--- config.mk ---
export PLATFORM = sky130hd
export DESIGN_NAME = byte_stream_to_ternary_digits_core
export DESIGN_NICKNAME = d
export VERILOG_FILES = /design/src/sv/btt_pkg.sv /design/src/sv/btt_front.sv /design/src/sv/btt_queue.sv /design/src/sv/btt_back.sv /design/src/sv/byte_stream_to_ternary_digits_core.sv
export SDC_FILE = /design/constraint.sdc
export NUM_CORES = 1
export LEC_CHECK = 0
export BUFFER_PORTS_ARGS = -buffer_cell sky130_fd_sc_hd__buf_2
export CORE_ASPECT_RATIO = 1.1
export CORE_MARGIN = 5
export CORE_UTILIZATION = 58
export DETAILED_ROUTE_END_ITERATION = 16
export PLACE_DENSITY = 0.79
export SYNTH_ARGS = -nofsm -noshare
export SYNTH_HDL_FRONTEND = slang
export SYNTH_HIERARCHICAL = 1
export SYNTH_SLANG_ARGS = --single-unit
--- constraint.sdc ---
create_clock -name i_clk -period 9.6 [get_ports i_clk]
set_clock_uncertainty 0.2 [all_clocks]
set_input_delay 1.92 -clock i_clk [delete_from_list [all_inputs] [get_ports i_clk]]
set_output_delay 1.92 -clock i_clk [all_outputs]
set_load 0.005 [all_outputs]
--- src/sv/btt_pkg.sv ---
`timescale 1ns / 1ps
// Shared constants and types for the byte stream to ternary digit converter.
package btt_pkg;

    localparam int BYTE_W          = 8;
    localparam int BYTES_PER_WORD  = 8;
    localparam int WORD_W          = BYTE_W * BYTES_PER_WORD;
    localparam int CNT_W           = $clog2(BYTES_PER_WORD);
    localparam int TRITS_FULL      = 41;
    localparam int TERN_W          = 2 * TRITS_FULL;
    localparam int TRITS_PER_WORD_DEF = 41;
    localparam int POS_W           = 6;
    localparam int BITS_PER_STEP   = 2;
    localparam int CONV_STEPS      = WORD_W / BITS_PER_STEP;
    localparam int STEP_W          = $clog2(CONV_STEPS);
    localparam int Q_DEPTH         = 2;
    localparam int Q_PTR_W         = $clog2(Q_DEPTH);
    localparam int Q_CNT_W         = $clog2(Q_DEPTH + 1);

    typedef struct packed {
        logic              valid;
        logic [WORD_W-1:0] word;
    } t_word_xfer;

endpackage

--- src/sv/btt_front.sv ---
`timescale 1ns / 1ps
// Front end: packs bytes big-endian into words and pads a short final word.
module btt_front import btt_pkg::*; (
    input  logic              i_clk,
    input  logic              i_rst_n,
    input  logic              i_valid,
    output logic              o_ready,
    input  logic [BYTE_W-1:0] i_byte,
    input  logic              i_last,
    input  logic              i_q_full,
    output t_word_xfer        o_push
);

    logic [WORD_W-1:0] r_acc;
    logic [CNT_W-1:0]  r_cnt;
    logic [WORD_W-1:0] n_acc;
    logic [CNT_W:0]    held;
    logic [CNT_W:0]    pad;
    logic              accept;
    logic              complete;

    assign o_ready  = !i_q_full;
    assign accept   = i_valid && o_ready;
    assign n_acc    = {r_acc[WORD_W-BYTE_W-1:0], i_byte};
    assign held     = {1'b0, r_cnt} + (CNT_W+1)'(1);
    assign complete = (held == (CNT_W+1)'(BYTES_PER_WORD)) || i_last;
    assign pad      = (CNT_W+1)'(BYTES_PER_WORD) - held;

    always_comb begin
        o_push.valid = accept && complete;
        o_push.word  = n_acc << {pad[CNT_W-1:0], 3'b000};
    end

    always_ff @(posedge i_clk) begin
        if (!i_rst_n) begin
            r_acc <= '0;
            r_cnt <= '0;
        end else if (accept) begin
            if (complete) begin
                r_acc <= '0;
                r_cnt <= '0;
            end else begin
                r_acc <= n_acc;
                r_cnt <= held[CNT_W-1:0];
            end
        end
    end

endmodule

--- src/sv/btt_queue.sv ---
`timescale 1ns / 1ps
// Short word queue between the byte packer and the digit converter.
module btt_queue import btt_pkg::*; (
    input  logic       i_clk,
    input  logic       i_rst_n,
    input  t_word_xfer i_push,
    input  logic       i_pop,
    output logic       o_full,
    output t_word_xfer o_head
);

    logic [WORD_W-1:0]  r_mem [Q_DEPTH];
    logic [Q_PTR_W-1:0] r_wr_ptr;
    logic [Q_PTR_W-1:0] r_rd_ptr;
    logic [Q_CNT_W-1:0] r_count;
    logic               do_pop;

    assign o_full      = (r_count == Q_CNT_W'(Q_DEPTH));
    assign o_head.valid = (r_count != '0);
    assign o_head.word  = r_mem[r_rd_ptr];
    assign do_pop       = i_pop && o_head.valid;

    always_ff @(posedge i_clk) begin
        if (i_push.valid) begin
            r_mem[r_wr_ptr] <= i_push.word;
        end
    end

    always_ff @(posedge i_clk) begin
        if (!i_rst_n) begin
            r_wr_ptr <= '0;
            r_rd_ptr <= '0;
            r_count  <= '0;
        end else begin
            if (i_push.valid) begin
                r_wr_ptr <= (r_wr_ptr == Q_PTR_W'(Q_DEPTH - 1)) ? '0 : r_wr_ptr + 1'b1;
            end
            if (do_pop) begin
                r_rd_ptr <= (r_rd_ptr == Q_PTR_W'(Q_DEPTH - 1)) ? '0 : r_rd_ptr + 1'b1;
            end
            case ({i_push.valid, do_pop})
                2'b10:   r_count <= r_count + 1'b1;
                2'b01:   r_count <= r_count - 1'b1;
                default: r_count <= r_count;
            endcase
        end
    end

endmodule

--- src/sv/btt_back.sv ---
`timescale 1ns / 1ps
// Back end: converts words to base-3 digits two bits a cycle and sends the digits out.
module btt_back import btt_pkg::*; #(
    parameter int TRITS_PER_WORD = TRITS_PER_WORD_DEF
) (
    input  logic       i_clk,
    input  logic       i_rst_n,
    input  t_word_xfer i_head,
    output logic       o_pop,
    output logic       o_valid,
    input  logic       i_ready,
    output logic [1:0] o_trit,
    output logic [POS_W-1:0] o_pos,
    output logic       o_last
);

    localparam int EMIT_W = 2 * TRITS_PER_WORD;
    localparam logic [POS_W-1:0] LAST_POS = POS_W'(TRITS_PER_WORD - 1);

    typedef enum logic [1:0] {
        ST_IDLE,
        ST_RUN,
        ST_HOLD
    } t_conv_state;

    t_conv_state       r_state;
    logic [WORD_W-1:0] r_word;
    logic [TERN_W-1:0] r_tern;
    logic [STEP_W-1:0] r_step;
    logic [EMIT_W-1:0] r_emit;
    logic [POS_W-1:0]  r_pos;
    logic              r_emit_busy;
    logic [TERN_W-1:0] n_tern;
    logic [EMIT_W-1:0] n_emit;
    logic              out_fire;
    logic              emit_free;
    logic              handoff;

    function automatic logic [TERN_W-1:0] tern_double(input logic [TERN_W-1:0] t,
                                                      input logic bit_in);
        logic [TRITS_FULL-1:0] a;
        logic [TRITS_FULL-1:0] b;
        logic [TRITS_FULL-1:0] s;
        logic [TRITS_FULL-1:0] c;
        logic [TERN_W-1:0]     r;
        logic [1:0]            d;
        for (int i = 0; i < TRITS_FULL; i++) begin
            d    = t[2*i +: 2];
            a[i] = (d != 2'd0);
            b[i] = (d == 2'd2);
        end
        s = a + b + TRITS_FULL'(bit_in);
        c = s ^ a ^ b;
        for (int i = 0; i < TRITS_FULL; i++) begin
            d = t[2*i +: 2];
            case (d)
                2'd0:    r[2*i +: 2] = c[i] ? 2'd1 : 2'd0;
                2'd1:    r[2*i +: 2] = c[i] ? 2'd0 : 2'd2;
                2'd2:    r[2*i +: 2] = c[i] ? 2'd2 : 2'd1;
                default: r[2*i +: 2] = 2'd0;
            endcase
        end
        return r;
    endfunction

    assign n_tern    = tern_double(tern_double(r_tern, r_word[WORD_W-1]), r_word[WORD_W-2]);
    assign out_fire  = r_emit_busy && i_ready;
    assign emit_free = !r_emit_busy || (out_fire && (r_pos == LAST_POS));
    assign handoff   = (r_state == ST_HOLD) && emit_free;
    assign o_pop     = (r_state == ST_IDLE) && i_head.valid;

    always_comb begin
        n_emit = '0;
        n_emit[TERN_W-1:0] = r_tern;
    end

    always_ff @(posedge i_clk) begin
        if (!i_rst_n) begin
            r_state <= ST_IDLE;
            r_step  <= '0;
        end else begin
            case (r_state)
                ST_IDLE: begin
                    if (i_head.valid) begin
                        r_word  <= i_head.word;
                        r_tern  <= '0;
                        r_step  <= '0;
                        r_state <= ST_RUN;
                    end
                end
                ST_RUN: begin
                    r_tern <= n_tern;
                    r_word <= {r_word[WORD_W-BITS_PER_STEP-1:0], {BITS_PER_STEP{1'b0}}};
                    r_step <= r_step + 1'b1;
                    if (r_step == STEP_W'(CONV_STEPS - 1)) begin
                        r_state <= ST_HOLD;
                    end
                end
                ST_HOLD: begin
                    if (emit_free) begin
                        r_state <= ST_IDLE;
                    end
                end
                default: r_state <= ST_IDLE;
            endcase
        end
    end

    always_ff @(posedge i_clk) begin
        if (!i_rst_n) begin
            r_emit_busy <= 1'b0;
            r_pos       <= '0;
        end else if (handoff) begin
            r_emit_busy <= 1'b1;
            r_emit      <= n_emit;
            r_pos       <= '0;
        end else if (out_fire) begin
            if (r_pos == LAST_POS) begin
                r_emit_busy <= 1'b0;
            end
            r_emit <= {2'b00, r_emit[EMIT_W-1:2]};
            r_pos  <= r_pos + 1'b1;
        end
    end

    assign o_valid = r_emit_busy;
    assign o_trit  = (r_emit[1:0] == 2'd2) ? 2'b11 : r_emit[1:0];
    assign o_pos   = r_pos;
    assign o_last  = (r_pos == LAST_POS);

endmodule

--- src/sv/byte_stream_to_ternary_digits_core.sv ---
`timescale 1ns / 1ps
// Top level of the byte stream to ternary digit converter.
//
// The slave stream takes one byte per transfer in tdata; tlast marks the final
// byte of a message. Eight bytes form one 64-bit word, first byte most
// significant. A message that ends part way through a word is padded with zero
// bytes at the low end. Each word leaves on the master stream as TRITS_PER_WORD
// transfers, least significant digit first, each carrying the digit (0, 1 or
// 2, the last coded as 2'b11) and its position; tlast is high on the last digit
// of the word. A completed word enters a two-entry queue. The converter takes
// two bits a cycle. Digits leave at one per cycle while the receiver is ready,
// and the next word is converted in the background meanwhile. When the
// receiver stalls, the current digit is held; once the queue is full, tready
// on the slave side drops. Reset empties the partial word, the queue, the
// converter and the output.
module byte_stream_to_ternary_digits_core import btt_pkg::*; #(
    parameter int TRITS_PER_WORD = TRITS_PER_WORD_DEF
) (
    input  logic       i_clk,
    input  logic       i_rst_n,
    input  logic       i_s_axis_tvalid,
    output logic       o_s_axis_tready,
    input  logic [7:0] i_s_axis_tdata,   // [7:0] data_byte
    input  logic       i_s_axis_tlast,
    output logic       o_m_axis_tvalid,
    input  logic       i_m_axis_tready,
    output logic [7:0] o_m_axis_tdata,   // [1:0] trit_value, [7:2] trit_position
    output logic       o_m_axis_tlast
);

    t_word_xfer       push;
    t_word_xfer       head;
    logic             q_full;
    logic             pop;
    logic [1:0]       trit;
    logic [POS_W-1:0] pos;

    btt_front u_front (
        .i_clk    (i_clk),
        .i_rst_n  (i_rst_n),
        .i_valid  (i_s_axis_tvalid),
        .o_ready  (o_s_axis_tready),
        .i_byte   (i_s_axis_tdata),
        .i_last   (i_s_axis_tlast),
        .i_q_full (q_full),
        .o_push   (push)
    );

    btt_queue u_queue (
        .i_clk   (i_clk),
        .i_rst_n (i_rst_n),
        .i_push  (push),
        .i_pop   (pop),
        .o_full  (q_full),
        .o_head  (head)
    );

    btt_back #(
        .TRITS_PER_WORD (TRITS_PER_WORD)
    ) u_back (
        .i_clk   (i_clk),
        .i_rst_n (i_rst_n),
        .i_head  (head),
        .o_pop   (pop),
        .o_valid (o_m_axis_tvalid),
        .i_ready (i_m_axis_tready),
        .o_trit  (trit),
        .o_pos   (pos),
        .o_last  (o_m_axis_tlast)
    );

    assign o_m_axis_tdata = {pos, trit};

endmodule
==> metrics <==
drt first pass iters=6; post-layout min period=approximately 6.8 ns; pwr/cell area=approximately 220 nW/µm²; largest net degree at the start of global routing=between 100 and 150; clk sinks=between 400 and 500; Final setup violation count=0; RSZ-0062 raised after global routing=false; number of cell rows=81; FFs w/ async S/R, synth=0; switching power of the nets=~2100 µW; sequential fraction of the synthesis area=0.4674; Max-Cap Viols=0; drt drc=0; Total Wirelength=58140 µm; syn avg cell area=about 10 µm²; Worst EP required=just under 10 ns; final RePlAce weighted congestion=roughly 0.91; CP Launch Type=register; r2r startpoint=u_back/n_emit[2]$_SDFFCE_PN0P_; H-tree levels=2; Yosys Warn Count=6; Placed Cells incl. Taps=2980; final worst path period share=0.7043; Synth Flop Type=edfxtp_1; crit path launch=u_back/n_emit[2]$_SDFFCE_PN0P_; syn_nets=~2600; via density per instance=approximately 6.4; # hold bufs at CTS=0; All-Layer GR Usage=0.2311; Max-slew headroom=0.2338; CTS tree=built; DRT antenna net count=0; synth cell count leaders=edfxtp_1, nand2_1, nor2_1; Initial Utilization=0.5878; internal power=around 3900 µW; ANT cells=0; measured slew at the worst slew-check pin=~1.1 ns; core area=44590 µm²; CTS clock-pin slew for the worst setup and hold paths=about 0.060 ns; routed via count=roughly 20000; number of global-route vias before repair=~19000; Setup Fix Bufs, Post-CTS=0; outcome=completed; combinational share of power=0.298; sequential share of power=0.410; critical path fanouts, max=29; WS Path Type=register to register; Netlist cell types=about 120; crit end category=register; Port Buffers=23; hold_ws=~0.26 ns; DP HPWL=about 38000 µm; Mapped Area=between 20000 and 30000 µm²; number of gates resized after CTS=0; top cells by area, synth=edfxtp_1, mux2_2, dfxtp_1; Yosys reg bits=roughly 430; Clk Latency, worst-skew pair=~0.60 ns; LEAKAGE=between 0.009 and 0.01 µW; Clock power frac=0.292; clock root buffer=clkbuf_16; global-route wire length before repair=~95000 µm; WP data arrival=6.99 ns; CTS buffer count=45; die area=just under 50000 µm²; Sw Share=0.3484; DR iter-0 viols=1600; layout cells sized above 1=0.1604; Post-synth EDFFs=between 300 and 400; f_max=147.9 MHz; initial antenna violation count=0; drt wl/cell=~19 µm; final number of hold-violating endpoints=0; count leader, synth=edfxtp_1; worst-case clock buffer depth=3; grt ovf=0; Worst VDD drop=between 150 and 200 µV; io pins=24; final net count=between 2000 and 2500; Die Y=233.0 µm; Syn Inst Count=2552; area grow syn2layout=6.287%; Synth area leader=edfxtp_1; Hold Startpoint=u_back/r_step[3]$_SDFFE_PN0P_; Die X=~210 µm; Layout Cells excl Fill=3063; Worst Hold Class=register to register; Sum Neg Setup Slack=0 ns; top cell type's share of synthesized area=0.4078; fin. max-slew vios=0
metrics by stage:
stage	total power [µW]	utilization	area (µm²)	worst slack, ns
finish	6012	0.6247	27860	2.839
global route	6334	0.6247	27860	2.412
CTS	6030	0.6247	27860	2.906
detailed placement	4262	0.5907	26340	2.950
global placement	4182	0.5907	26340	3.176
floorplan	3921	-	26210	0.1510
metal layers:
layer	track usage	routed length, µm
met4	0.08462	1853
met5	0	0
met2	0.3991	28980
met3	0.02683	2996
met1	0.3008	24320
worst max-delay path, cell delays in order, from the launching register on:
cell and delay [ns]:
edfxtp_1 0.89, and4_1 0.29, a221o_1 0.25, o21ai_2 0.12
o21ai_1 0.78, a41o_1 0.59, a31o_1 0.45, a21oi_1 0.13
a31oi_1 0.19, buf_4 0.23, a21oi_4 0.10, a21oi_1 0.67
a21oi_1 0.31, nand4b_1 0.17, o21ai_0 0.09, a31oi_1 0.26
o31ai_4 0.17, or4b_1 0.50, a41oi_2 0.20
power groups by stage:
stage / sequential, µW / combinational [µW] / clock, µW
2_1_floorplan: 2350 / 1570 / 0
3_3_place_gp: 2490 / 1700 / 0
3_5_place_dp: 2500 / 1770 / 0
4_1_cts: 2460 / 1780 / 1800
5_1_grt: 2490 / 1970 / 1880
6_report: 2460 / 1790 / 1760
state kept, by name (all words and copies together) (netlist names), named ones only:
signal / cells
u_back/r_state: 2
u_back/n_emit: 82
u_queue/r_mem: 128
u_back/r_step: 5
u_queue/r_rd_ptr: 1
u_back/o_pos: 6
u_back/o_valid: 1
u_front/r_cnt: 3
u_back/r_word: 64
u_queue/r_wr_ptr: 1
u_queue/r_count: 2
u_back/r_emit: 82
u_front/r_acc: 56
placed cells by master, fill, tap and decap left out, types with 18 or more instances in the layout:
master and instances:
a31oi_1 24, a211oi_1 32, nor3_1 47, nand2b_1 34, or3_1 18, buf_2 23
mux2i_1 35, and2_1 52, a22o_1 64, inv_1 44, o21ai_0 91, xnor2_1 53
mux2_2 172, clkbuf_16 47, nand3b_1 21, nor2b_1 55, a21oi_1 125, a22oi_1 20
nor2_1 228, nor3b_1 20, mux4_2 36, nand3_1 44, o21a_1 20, nand2_1 336
xor2_1 19, dfxtp_1 75, edfxtp_1 356
area by class of cell:
type	count	area, µm²
timing repair buffer	39	247.7
fill	3554	16730
clock buffer	60	1295
tap	581	726.9
sequential	434	12260
clock inverter	23	221.5
inverter	44	165.2
multi-input combinational	1882	12950
worst paths after layout:
path / slack, ns / end / cells past startpoint
worst min-delay path: 0.26 / u_back/r_step[3]$_SDFFE_PN0P_ / 1
worst min register to register: 0.26 / u_back/r_step[3]$_SDFFE_PN0P_ / 1
worst max-delay path: 2.84 / u_back/n_emit[81]$_SDFFCE_PN0P_ / 18
worst max register to register: 2.84 / u_back/n_emit[81]$_SDFFCE_PN0P_ / 18
kinds of logic after synthesis:
group           Yosys count  synth area share
compound gates          591            0.1641
fa+ha+maj                15          0.006396
buf+inv                 236           0.04038
xor+xnor                 72           0.02406
simple gates            958            0.1779
flops                   434            0.4674
mux                     246            0.1198
(Power assumes the default switching activity.)
